--- src/hw/rtl/lr_pkg.sv ---
// Shared types and constants of the line rasterizer: coordinate widths,
// command and pixel payloads, and the job record passed from front to back.
// No dependencies.
`timescale 1ns / 1ps

package lr_pkg;

    // coordinate width; every coordinate field and span follows from it
    localparam int COORD_BITS = 11;
    localparam int SPAN_BITS  = COORD_BITS + 1;   // signed spans
    localparam int ERR_BITS   = COORD_BITS + 3;   // Bresenham error, signed
    localparam int COLOR_BITS = 32;

    // job queue depth, a power of two
    localparam int Q_DEPTH    = 2;
    localparam int Q_PTR_BITS = (Q_DEPTH > 1) ? $clog2(Q_DEPTH) : 1;

    typedef enum logic {
        OP_START   = 1'b0,
        OP_ADVANCE = 1'b1
    } t_op;

    typedef logic [COORD_BITS-1:0] t_coord;

    // input request
    typedef struct packed {
        t_op                   opcode;
        t_coord                x_start;
        t_coord                y_start;
        t_coord                x_end;
        t_coord                y_end;
        logic [COLOR_BITS-1:0] line_color;
    } t_cmd;

    // result request
    typedef struct packed {
        t_coord                pixel_x;
        t_coord                pixel_y;
        logic [COLOR_BITS-1:0] pixel_color;
        logic                  last_pixel;
    } t_pix;

    // classified job with the line setup already worked out
    typedef struct packed {
        t_op                          opcode;
        t_coord                       x0;
        t_coord                       y0;
        t_coord                       x1;
        t_coord                       y1;
        logic [COORD_BITS-1:0]        span_x;
        logic signed [SPAN_BITS-1:0]  neg_span_y;
        logic                         step_left;
        logic                         step_up;
        logic [COLOR_BITS-1:0]        color;
    } t_job;

    // handshake between queue and its neighbours
    typedef struct packed {
        logic valid;
        logic ready;
    } t_hs;

endpackage

--- src/hw/rtl/lr_if.sv ---
// Valid/ready channel interfaces for the line rasterizer requests.
// Depends on lr_pkg.
`timescale 1ns / 1ps

interface lr_cmd_if;
    import lr_pkg::*;

    logic valid;
    logic ready;
    t_cmd payload;

    modport source (output valid, output payload, input ready);
    modport sink   (input valid, input payload, output ready);
endinterface

interface lr_pix_if;
    import lr_pkg::*;

    logic valid;
    logic ready;
    t_pix payload;

    modport source (output valid, output payload, input ready);
    modport sink   (input valid, input payload, output ready);
endinterface

--- src/hw/rtl/lr_front.sv ---
// Front end: accepts command requests, classifies them and works out the
// line setup (spans, step directions) for a start. Depends on lr_pkg.
`timescale 1ns / 1ps

module lr_front (
    input  lr_pkg::t_cmd i_cmd,
    output lr_pkg::t_job o_job
);
    import lr_pkg::*;

    logic                  x_fwd;
    logic                  y_fwd;
    logic [COORD_BITS-1:0] dx;
    logic [COORD_BITS-1:0] dy;

    // absolute spans and step directions
    always_comb begin
        x_fwd = i_cmd.x_start < i_cmd.x_end;
        y_fwd = i_cmd.y_start < i_cmd.y_end;
        dx    = x_fwd ? (i_cmd.x_end - i_cmd.x_start) : (i_cmd.x_start - i_cmd.x_end);
        dy    = y_fwd ? (i_cmd.y_end - i_cmd.y_start) : (i_cmd.y_start - i_cmd.y_end);
    end

    // pack the job record
    always_comb begin
        o_job.opcode     = i_cmd.opcode;
        o_job.x0         = i_cmd.x_start;
        o_job.y0         = i_cmd.y_start;
        o_job.x1         = i_cmd.x_end;
        o_job.y1         = i_cmd.y_end;
        o_job.span_x     = dx;
        o_job.neg_span_y = -$signed({1'b0, dy});
        o_job.step_left  = ~x_fwd;
        o_job.step_up    = ~y_fwd;
        o_job.color      = i_cmd.line_color;
    end

endmodule

--- src/hw/rtl/lr_queue.sv ---
// Short job queue decoupling the front end from the stepping back end.
// Depends on lr_pkg.
`timescale 1ns / 1ps

module lr_queue (
    input  logic         i_clk,
    input  logic         i_rst_n,
    input  lr_pkg::t_job i_job,
    input  logic         i_push,
    output logic         o_full,
    output lr_pkg::t_job o_job,
    output lr_pkg::t_hs  o_pop_hs,
    input  logic         i_pop
);
    import lr_pkg::*;

    t_job                  r_mem [Q_DEPTH];
    logic [Q_PTR_BITS-1:0] r_wr_ptr;
    logic [Q_PTR_BITS-1:0] r_rd_ptr;
    logic [Q_PTR_BITS:0]   r_count;
    logic [Q_PTR_BITS:0]   n_count;

    assign o_full         = (r_count == (Q_PTR_BITS+1)'(Q_DEPTH));
    assign o_job          = r_mem[r_rd_ptr];
    assign o_pop_hs.valid = (r_count != '0);
    assign o_pop_hs.ready = i_pop;

    // track occupancy
    always_comb begin
        n_count = r_count;
        if (i_push && !(i_pop && o_pop_hs.valid)) begin
            n_count = r_count + 1'b1;
        end else if (!i_push && i_pop && o_pop_hs.valid) begin
            n_count = r_count - 1'b1;
        end
    end

    // advance pointers
    always_ff @(posedge i_clk) begin
        if (!i_rst_n) begin
            r_wr_ptr <= '0;
            r_rd_ptr <= '0;
            r_count  <= '0;
        end else begin
            r_count <= n_count;
            if (i_push) begin
                r_wr_ptr <= r_wr_ptr + 1'b1;
            end
            if (i_pop && o_pop_hs.valid) begin
                r_rd_ptr <= r_rd_ptr + 1'b1;
            end
        end
    end

    // store entries
    always_ff @(posedge i_clk) begin
        if (i_push) begin
            r_mem[r_wr_ptr] <= i_job;
        end
    end

endmodule

--- src/hw/rtl/lr_back.sv ---
// Back end: holds the Bresenham state, runs one job a cycle unless the output
// stalls, and drives the registered pixel output. Depends on lr_pkg and lr_if.
`timescale 1ns / 1ps

module lr_back (
    input  logic         i_clk,
    input  logic         i_rst_n,
    input  lr_pkg::t_job i_job,
    input  lr_pkg::t_hs  i_job_hs,
    output logic         o_pop,
    lr_pix_if.source     o_pix
);
    import lr_pkg::*;

    t_coord                        r_cur_col,  n_cur_col;
    t_coord                        r_cur_row,  n_cur_row;
    t_coord                        r_end_col,  n_end_col;
    t_coord                        r_end_row,  n_end_row;
    logic signed [SPAN_BITS-1:0]   r_span_x,   n_span_x;
    logic signed [SPAN_BITS-1:0]   r_neg_span_y, n_neg_span_y;
    logic                          r_step_left, n_step_left;
    logic                          r_step_up,   n_step_up;
    logic signed [ERR_BITS-1:0]    r_err,       n_err;
    logic [COLOR_BITS-1:0]         r_color,     n_color;
    logic                          r_active,    n_active;
    logic                          r_out_valid, n_out_valid;
    t_pix                          r_out,       n_out;

    logic                          take;
    logic                          emit;
    logic signed [ERR_BITS:0]      twice;
    logic                          move_x;
    logic                          move_y;
    logic signed [SPAN_BITS-1:0]   start_span_x;
    logic                          last;

    // take a job whenever the output register has room
    assign o_pop = ~r_out_valid | o_pix.ready;
    assign take  = i_job_hs.valid & i_job_hs.ready;

    assign o_pix.valid   = r_out_valid;
    assign o_pix.payload = r_out;

    always_comb begin
        start_span_x = $signed({1'b0, i_job.span_x});
        twice        = {r_err, 1'b0};
        move_x       = twice >= ERR_BITS'(r_neg_span_y);
        move_y       = twice <= ERR_BITS'(r_span_x);

        n_cur_col    = r_cur_col;
        n_cur_row    = r_cur_row;
        n_end_col    = r_end_col;
        n_end_row    = r_end_row;
        n_span_x     = r_span_x;
        n_neg_span_y = r_neg_span_y;
        n_step_left  = r_step_left;
        n_step_up    = r_step_up;
        n_err        = r_err;
        n_color      = r_color;
        emit         = 1'b0;

        if (take) begin
            unique case (i_job.opcode)
                OP_START: begin
                    // load a new line, dropping any line in progress
                    n_cur_col    = i_job.x0;
                    n_cur_row    = i_job.y0;
                    n_end_col    = i_job.x1;
                    n_end_row    = i_job.y1;
                    n_span_x     = start_span_x;
                    n_neg_span_y = i_job.neg_span_y;
                    n_step_left  = i_job.step_left;
                    n_step_up    = i_job.step_up;
                    n_err        = ERR_BITS'(start_span_x) + ERR_BITS'(i_job.neg_span_y);
                    n_color      = i_job.color;
                    emit         = 1'b1;
                end
                OP_ADVANCE: begin
                    // one Bresenham step; drop the request while idle
                    if (r_active) begin
                        n_err = r_err
                              + (move_x ? ERR_BITS'(r_neg_span_y) : '0)
                              + (move_y ? ERR_BITS'(r_span_x) : '0);
                        if (move_x) begin
                            n_cur_col = r_step_left ? r_cur_col - 1'b1 : r_cur_col + 1'b1;
                        end
                        if (move_y) begin
                            n_cur_row = r_step_up ? r_cur_row - 1'b1 : r_cur_row + 1'b1;
                        end
                        emit = 1'b1;
                    end
                end
                default: begin
                    emit = 1'b0;
                end
            endcase
        end

        last     = (n_cur_col == n_end_col) && (n_cur_row == n_end_row);
        n_active = emit ? ~last : r_active;

        // output register
        n_out_valid = emit | (r_out_valid & ~o_pix.ready);
        n_out       = r_out;
        if (emit) begin
            n_out.pixel_x     = n_cur_col;
            n_out.pixel_y     = n_cur_row;
            n_out.pixel_color = n_color;
            n_out.last_pixel  = last;
        end
    end

    // control state
    always_ff @(posedge i_clk) begin
        if (!i_rst_n) begin
            r_active    <= 1'b0;
            r_out_valid <= 1'b0;
        end else begin
            r_active    <= n_active;
            r_out_valid <= n_out_valid;
        end
    end

    // line state and output payload
    always_ff @(posedge i_clk) begin
        r_cur_col    <= n_cur_col;
        r_cur_row    <= n_cur_row;
        r_end_col    <= n_end_col;
        r_end_row    <= n_end_row;
        r_span_x     <= n_span_x;
        r_neg_span_y <= n_neg_span_y;
        r_step_left  <= n_step_left;
        r_step_up    <= n_step_up;
        r_err        <= n_err;
        r_color      <= n_color;
        r_out        <= n_out;
    end

endmodule

--- src/hw/rtl/line_rasterizer_core.sv ---
// Bresenham line rasterizer: a start request loads a line and emits its first
// pixel, and each advance request emits the next pixel, flagging the endpoint as
// last; an advance while no line is active gives no pixel. Every request goes
// through the back end's single add-compare step, so one pixel per clock is
// sustained while the pixel sink keeps up. Requests wait in a two-entry job
// queue between classification and stepping, which lets the input keep flowing
// for two requests while the output stalls; pixels leave from a register.
// Depends on lr_pkg, lr_if, lr_front, lr_queue and lr_back.
`timescale 1ns / 1ps

module line_rasterizer_core (
    input  logic     i_clk,
    input  logic     i_rst_n,
    lr_cmd_if.sink   i_cmd,
    lr_pix_if.source o_pix
);
    import lr_pkg::*;

    t_job front_job;
    t_job queue_job;
    t_hs  queue_hs;
    logic queue_full;
    logic push;
    logic pop;

    // accept requests while the queue has room
    assign i_cmd.ready = ~queue_full;
    assign push        = i_cmd.valid & ~queue_full;

    lr_front u_front (
        .i_cmd (i_cmd.payload),
        .o_job (front_job)
    );

    lr_queue u_queue (
        .i_clk    (i_clk),
        .i_rst_n  (i_rst_n),
        .i_job    (front_job),
        .i_push   (push),
        .o_full   (queue_full),
        .o_job    (queue_job),
        .o_pop_hs (queue_hs),
        .i_pop    (pop)
    );

    lr_back u_back (
        .i_clk    (i_clk),
        .i_rst_n  (i_rst_n),
        .i_job    (queue_job),
        .i_job_hs (queue_hs),
        .o_pop    (pop),
        .o_pix    (o_pix)
    );

endmodule
--- src/flat_wrapper.sv ---
// flat-port wrapper written by rule: the top's interface ports become plain ports
module line_rasterizer_core_flat import lr_pkg::*;
  (i_clk, i_rst_n, i_cmd_valid, i_cmd_payload, i_cmd_ready, o_pix_valid, o_pix_payload, o_pix_ready);
  lr_cmd_if i_cmd_i ();
  lr_pix_if o_pix_i ();
  input  logic i_clk;
  input  logic i_rst_n;
  input wire logic [$bits(i_cmd_i.valid)-1:0] i_cmd_valid;
  input wire logic [$bits(i_cmd_i.payload)-1:0] i_cmd_payload;
  output wire logic [$bits(i_cmd_i.ready)-1:0] i_cmd_ready;
  output wire logic [$bits(o_pix_i.valid)-1:0] o_pix_valid;
  output wire logic [$bits(o_pix_i.payload)-1:0] o_pix_payload;
  input wire logic [$bits(o_pix_i.ready)-1:0] o_pix_ready;
  assign i_cmd_i.valid = i_cmd_valid;
  assign i_cmd_i.payload = i_cmd_payload;
  assign i_cmd_ready = i_cmd_i.ready;
  assign o_pix_valid = o_pix_i.valid;
  assign o_pix_payload = o_pix_i.payload;
  assign o_pix_i.ready = o_pix_ready;
  line_rasterizer_core u_core (.i_clk(i_clk), .i_rst_n(i_rst_n), .i_cmd(i_cmd_i), .o_pix(o_pix_i));
endmodule
--- config.mk ---
export PLATFORM = sky130hd
export DESIGN_NAME = line_rasterizer_core_flat
export DESIGN_NICKNAME = d
export VERILOG_FILES = /design/src/hw/rtl/lr_pkg.sv /design/src/hw/rtl/lr_if.sv /design/src/hw/rtl/lr_front.sv /design/src/hw/rtl/lr_queue.sv /design/src/hw/rtl/lr_back.sv /design/src/hw/rtl/line_rasterizer_core.sv /design/src/flat_wrapper.sv
export SDC_FILE = /design/constraint.sdc
export NUM_CORES = 1
export LEC_CHECK = 0
export BUFFER_PORTS_ARGS = -buffer_cell sky130_fd_sc_hd__buf_2
export CAP_MARGIN = 10
export CORE_UTILIZATION = 55
export DETAILED_ROUTE_END_ITERATION = 10
export GPL_ROUTABILITY_DRIVEN = 1
export PLACE_DENSITY = 0.78
export SYNTH_ARGS = -nofsm -noshare
export SYNTH_HDL_FRONTEND = slang
export SYNTH_SLANG_ARGS = --single-unit
--- constraint.sdc ---
create_clock -name i_clk -period 5.91 [get_ports i_clk]
set_clock_uncertainty 0.05 [all_clocks]
set_input_delay 0.2955 -clock i_clk [delete_from_list [all_inputs] [get_ports i_clk]]
set_output_delay 0.2955 -clock i_clk [all_outputs]
set_load 0.05 [all_outputs]
==> Yosys cells after proc, flatten, opt, wreduce, memory -nomap -nowiden <==
Memories as Yosys holds them, arrays and structs flattened. A register that Yosys moved wholly into a read port is not among the register bits.
Cells that the tools add are included.
{ "classes": {"muxes": 31, "magnitude_cmp": 4, "n_eq_ne": 4, "add_sub_neg": 16, "bitwise": 12, "reduce_logical": 11} }
{ "ops": {"columns": ["operator", "count"], "rows": [
  ["11-bit 2-to-1 mux", 15],
  ["32-bit 2-to-1 mux", 2],
  ["11-bit one-hot mux with 2 select lines", 2],
  ["11-bit subtractor", 4],
  ["14-bit 2-to-1 mux", 2],
  ["14-bit one-hot mux with 2 select lines", 1],
  ["11-bit by 1-bit adder with 11-bit output (second input constant)", 2],
  ["11-bit == test", 2],
  ["11-bit < comparator", 2],
  ["11-bit by 1-bit subtractor with 11-bit output (second input constant)", 2],
  ["15-bit by 12-bit >= comparator with 1-bit output", 1],
  ["15-bit by 12-bit less-or-equal comparator with 1-bit output", 1],
  ["14-bit by 11-bit adder with 14-bit output", 1],
  ["14-bit adder", 1],
  ["12-bit by 12-bit adder with 13-bit output", 1],
  ["11-bit negator with 12-bit output", 1],
  ["1-bit NOT", 7],
  ["1-bit 2-to-1 mux", 6],
  ["1-bit logical AND", 5],
  ["2-bit 2-to-1 mux", 2],
  ["2-bit AND reduction", 2],
  ["2-bit nonzero test", 2],
  ["1-bit bitwise AND", 3],
  ["1-bit adder (second input constant)", 2],
  ["7 further kinds", 9]
]} }
{ "totals": {"wordCells": 98, "memories": 1, "out_inout_bits": 57, "ramBits": 204, "register_bits": 176, "inputBits": 81} }
{ "memory_table": {"columns": ["memory", "words", "width", "rd", "rd_ports_with_merged_regs", "write_ports", "line", "source"], "rows": [
  ["u_core.u_queue.r_mem", 2, 102, 1, 1, 1, "lr_queue.sv:17", "t_job r_mem [Q_DEPTH];"]
]} }

==> Logic depth before layout (Yosys ltp) <==
{ "depth": {"ltp_word": 9, "ltp_mapped": 22} }

==> Cells and area by module <==
From an unflattened synthesis, not the netlist that was laid out.
{ "hier_totals": {"hier_cells": 1659, "hier_area_um2": 20001.7} }
{ "modules_own_cells": {"columns": ["mod", "n_inst", "cells_each", "seq_area_each_um2", "area_each_um2"], "rows": [
  ["lr_back", 1, 943, 4384.2, 9330.2],
  ["lr_queue", 1, 343, 6226.0, 7917.6],
  ["lr_front", 1, 371, 0.0, 2743.9],
  ["line_rasterizer_core", 1, 2, 0.0, 10.0]
]} }

==> Least setup slack after synthesis <==
OpenSTA, ideal clock, no wires.
{ "synth_timing": {"path_kind": "register -> register", "startpoint": "reg u_core.u_queue.r_count[0]", "endpoint": "mem u_core.u_queue.r_mem[0][0] in the netlist's numbering (enable)", "stages_incl_launch_ff": 4, "required_time_ps": 5294, "arrival_time_ps": 5363, "slack_ps": -69, "path_buffers": 0, "setup_ps": 566, "cell_sequence": "dfxtp_1 -> nand2b_1 -> nand2_1 -> nor2_1"} }
{ "synth_between": {"elab_chain_len": 5} }
{ "synth_lines": {"columns": ["item", "line", "source"], "rows": [
  ["from (decl)", "lr_queue.sv:20", "logic [Q_PTR_BITS:0] r_count;"],
  ["from (signal assigned)", "lr_queue.sv:45", "r_count <= n_count;"],
  ["2-bit == test", "lr_queue.sv:23", "assign o_full = (r_count == (Q_PTR_BITS+1)'(Q_DEPTH));"],
  ["1-bit NOT", null, null],
  ["named net i_cmd_ready", "flat_wrapper.sv:10", "output wire logic [$bits(i_cmd_i.ready)-1:0] i_cmd_ready;"],
  ["1-bit bitwise AND", "line_rasterizer_core.sv:28", "assign push = i_cmd.valid & ~queue_full;"],
  ["1-bit 2-to-1 mux", "lr_queue.sv:57", "if (i_push) begin"],
  ["1-bit 2-to-1 mux (not written as such)", "lr_queue.sv:58", "r_mem[r_wr_ptr] <= i_job;"],
  ["to (decl)", "lr_queue.sv:17", null]
]} }
The timed path passes the listed nets, and every way through them passes these cells.

==> Worst setup path after layout <==
{ "layout_timing": {"startpoint": "reg u_core.u_back.r_err[7]", "endpoint": "reg u_core.u_back.r_err[13] (data pin)"} }
{ "layout_between": {"elab_chain_len": 6, "word_cells_on_any_way": 8} }
{ "layout_lines": {"columns": ["item", "line", "source"], "rows": [
  ["from (decl)", "lr_back.sv:23", "logic signed [ERR_BITS-1:0] r_err, n_err;"],
  ["from (signal assigned)", "lr_back.sv:134", "r_err <= n_err;"],
  ["15-bit by 12-bit >= comparator with 1-bit output", "lr_back.sv:47", "move_x = twice >= ERR_BITS'(r_neg_span_y);"],
  ["14-bit 2-to-1 mux", "lr_back.sv:82", "+ (move_x ? ERR_BITS'(r_neg_span_y) : '0)"],
  ["14-bit adder", "lr_back.sv:82", null],
  ["14-bit by 11-bit adder with 14-bit output (*)", "lr_back.sv:83", "+ (move_y ? ERR_BITS'(r_span_x) : '0);"],
  ["14-bit 2-to-1 mux (*)", "lr_back.sv:80", "if (r_active) begin"],
  ["14-bit one-hot mux with 2 select lines (*)", "lr_back.sv:63", "unique case (i_job.opcode)"]
]} }
Every way passes the cells marked *; elsewhere a longest branch is shown, timed or not. The select of a mux whose other input is x is not followed.
A chain may end at the register's enable or synchronous reset.

==> key figures <==
Outcome
  • Status: complete, no violations

Timing
  • Final period utilization: 93.5%
  • Final setup TNS: 0 ns
  • Fin crit period: 5.52 ns
  • Slew margin rel.: between 20% and 30%
  • Fmax: roughly 180 MHz
  • Final-report hold violation count: 0
  • Worst-Margin Slew: between 1 and 1.5 ns
  • Max Slew Vio Count: 0
  • RSZ-0062 raised after global routing: no
  • Setup-failing EPs final: 0

Floorplanning
  • Cell row count: 66
  • Ports: 138
  • Die Wd: 185 um
  • Core box area: between 30000 and 40000 um^2
  • DIE AREA: approximately 34000 um^2
  • Die Height: approximately 190 um
  • Initial Util: between 50% and 60%

Routing
  • # DRC: 0
  • Wire length per cell: around 19 um
  • Routed met1 length: between 15000 and 20000 um
  • Vias/cell: approximately 5.6
  • Met3 WL: ~1900 um
  • First DRT Iteration DRCs: between 1000 and 1500
  • Drt pass-1 iters: 6
  • Top Metal Used: met4
  • Final ANT Viol Nets: 0
  • Post-Route WL: 42000 um
  • Via Count: between 10000 and 15000
  • Met2 wire len: about 20000 um

Finish
  • Syn-to-layout area delta: 18.1%
  • Fin cells: 2181
  • Layout cell share with drive strength beyond 1: between 15 and 20%
  • # diodes: 0
  • Final nets: ~1900

Synth
  • Synth cell count leaders: 298 x edfxtp_1, 110 x ha_1, 105 x inv_1, 102 x mux2i_1, 100 x nand2_1
  • Top cells by area, synth: edfxtp_1 48%, dfxtp_1 9.0%, ha_1 7.5%
  • Fraction of registers with async set or reset after synthesis: 0%
  • Post-synthesis average cell area: 12.5 um^2
  • Most common cell in the netlist: edfxtp_1
  • Top FF cell, synth: edfxtp_1
  • Synth warnings: 0
  • Synth area leader: edfxtp_1
  • Number of distinct library cells after synthesis: 90
  • Cell Area, Synth: ~18000 um^2
  • Seq/Total Area, Yosys: 57.5%
  • Syn_nets: 1686
  • Share of the synthesized area in the top cell type: 48.5%
  • Syn Inst Count: roughly 1500
  • Number of flops mapped to enable cells by yosys: ~300
  • Seq cells post-synth: 381

Global route
  • Initial antenna violation count: 0
  • Gr usage total: around 25%
  • Wire length of the first global-routing pass: between 60000 and 70000 um
  • Overflow after GRT: 0
  • Vias in the first global route: 12200
  • Largest net degree at the start of global routing: 68

Worst hold path
  • Hold Path Sink: u_core.u_queue.r_mem[0][75]
  • Min-delay worst type: primary input to flip-flop
  • Hold path startpoint: i_cmd_payload[50]
  • Hold depth: 1

Clocking
  • CTS tree: built
  • Clock Latency Late Sink: approximately 0.55 ns
  • Total CTS buffers: 40
  • Clock Tree Buf Depth: 3
  • Clock sink total: ~380
  • CTS Root Cell: clkbuf_16
  • Clk slew on worst S/H paths: roughly 0.070 ns
  • # H-tree levels: 2

Placed design
  • # port buffers: between 100 and 150
  • Inst Count DP: approximately 2000
  • HPWL after DPL: 28800 um
  • GPL Wtd Cong: about 0.90

Setup path
  • R2R cell count: 19
  • Kind of critical path: flip-flop to flip-flop
  • R2R Setup Slk: between 0.3 and 0.4 ns
  • Critical path arrival: approximately 5.7 ns
  • Worst r2r src: u_core.u_back.r_err[7]
  • CP endpoint kind: flip-flop
  • Critical Path Source Type: flip-flop
  • CP max FO: 6
  • Worst EP required: between 6 and 7 ns
  • FF-to-FF End: u_core.u_back.r_err[13]

Power and ir drop
  • Leakage: 0.00864 uW
  • Pwr dens: 528 nW/um^2
  • VDD IR max: 396 uV

Run
  • Maxcap violations: 0
-- worst max path at each step --
stage                                 startpoint                       to  slack (ns)  cells after the start
after floorplan                        flip-flop   u_core.u_back.r_active        0.04                     10
after global placement    u_core.u_back.r_err[7]  u_core.u_back.r_err[13]        0.61                     19
after detailed placement  u_core.u_back.r_err[7]  u_core.u_back.r_err[13]        0.49                     19
after CTS                 u_core.u_back.r_err[7]  u_core.u_back.r_err[13]        0.43                     19
after global routing      u_core.u_back.r_err[7]  u_core.u_back.r_err[13]        0.05                     19
final                     u_core.u_back.r_err[7]  u_core.u_back.r_err[13]        0.39                     19
-- through the flow --
step                      worst slack [ns]  instance area [um^2]  util [%]  power, uW  hold WS, ns
after detailed placement             0.494                 19700      60.0       8850        0.402
after global routing                0.0501                 21800      66.5      12200      0.00929
final                                0.386                 21800      66.5      11500       0.0315
after floorplan                     0.0440                 18500         -       7690        0.344
after global placement               0.609                 19700      60.0       8760        0.387
after CTS                            0.431                 21800      66.5      11500      0.00427
-- critical path, cell delays in order (launching register included) --
cell,delay [ns]
edfxtp_1,0.45
ha_1,0.31
a211oi_1,0.22
o21ai_0,0.21
nor3_1,0.71
nor2_1,0.23
nor2_1,0.19
fa_1,0.44
ha_1,0.25
fa_1,0.43
a21o_1,0.18
a21oi_1,0.21
o21bai_1,0.09
a21oi_1,0.22
nor2b_1,0.08
o21a_1,0.19
o31a_1,0.26
o41ai_1,0.32
xnor2_1,0.16
o21ai_0,0.08
-- registers in the layout, summed over array words and instances (netlist names), named ones only --
register / count
u_core.u_back.r_neg_span_y: 12
u_core.u_queue.r_rd_ptr: 1
u_core.u_back.r_end_row: 11
u_core.u_queue.r_wr_ptr: 1
u_core.u_back.r_span_x: 11
u_core.u_queue.r_count: 2
u_core.u_back.o_pix.valid: 1
u_core.u_back.r_color: 32
u_core.u_back.r_active: 1
u_core.u_back.r_step_left: 1
u_core.u_back.r_end_col: 11
u_core.u_back.o_pix.payload: 55
u_core.u_back.r_step_up: 1
u_core.u_back.r_err: 14
u_core.u_back.r_cur_row: 11
u_core.u_queue.r_mem: 204
u_core.u_back.r_cur_col: 11
-- placed cells by master (no fill, tap or decap), drive strengths merged, types with 13 or more instances in the layout --
| cell type | count |
|---|---|
| a21o | 26 |
| a21oi | 70 |
| buf | 152 |
| clkbuf | 54 |
| dfxtp | 83 |
| dlygate4sd3 | 77 |
| edfxtp | 298 |
| fa | 19 |
| ha | 110 |
| inv | 112 |
| mux2 | 34 |
| mux2i | 103 |
| nand2 | 102 |
| nand3 | 18 |
| nor2 | 97 |
| nor2b | 14 |
| nor3 | 13 |
| o21a | 15 |
| o21ai | 92 |
| xnor2 | 53 |
| xor2 | 26 |
-- repair_timing --
action	CTS	global route
buffers inserted	0	0
endpoints found under the hold margin	155	0
hold buffers	77	0
resized for setup	0	0
-- layer usage --
layer	vias up	GRT usage, %
met4	0	7.11
li1	5865	-
met1	6016	34.3
met2	353	41.4
met3	65	3.22
met5	-	0
-- cell type report --
cell class | instances | area, um^2
timing repair buffer | 229 | 1570
clock buffer | 54 | 1150
inverter | 107 | 402
clock inverter | 20 | 225
multi-input combinational | 948 | 7290
fill | 2371 | 11000
tap | 442 | 553
sequential | 381 | 10600
-- cells by family (layout without fill, tap and decap cells) --
kind of cell / after synthesis / after routing / synth area share (%)
adders and majority gates: 129 / 129 / 9.51
xor gates and xnor gates: 79 / 79 / 3.75
and+or+nand+nor: 306 / 306 / 7.81
buffers and inverters: 147 / 410 / 3.23
AOI/OAI and AO/OA: 297 / 297 / 10.5
muxes: 137 / 137 / 7.75
DFF: 381 / 381 / 57.5
-- report_power, final --
part           switching [uW]  leakage (uW)  internal, uW  total (uW)
Combinational            3000       0.00450          1970        4970
Clock                    1050      0.000668          1510        2570
Sequential                296       0.00347          3670        3970
(Power assumes the default switching activity.)
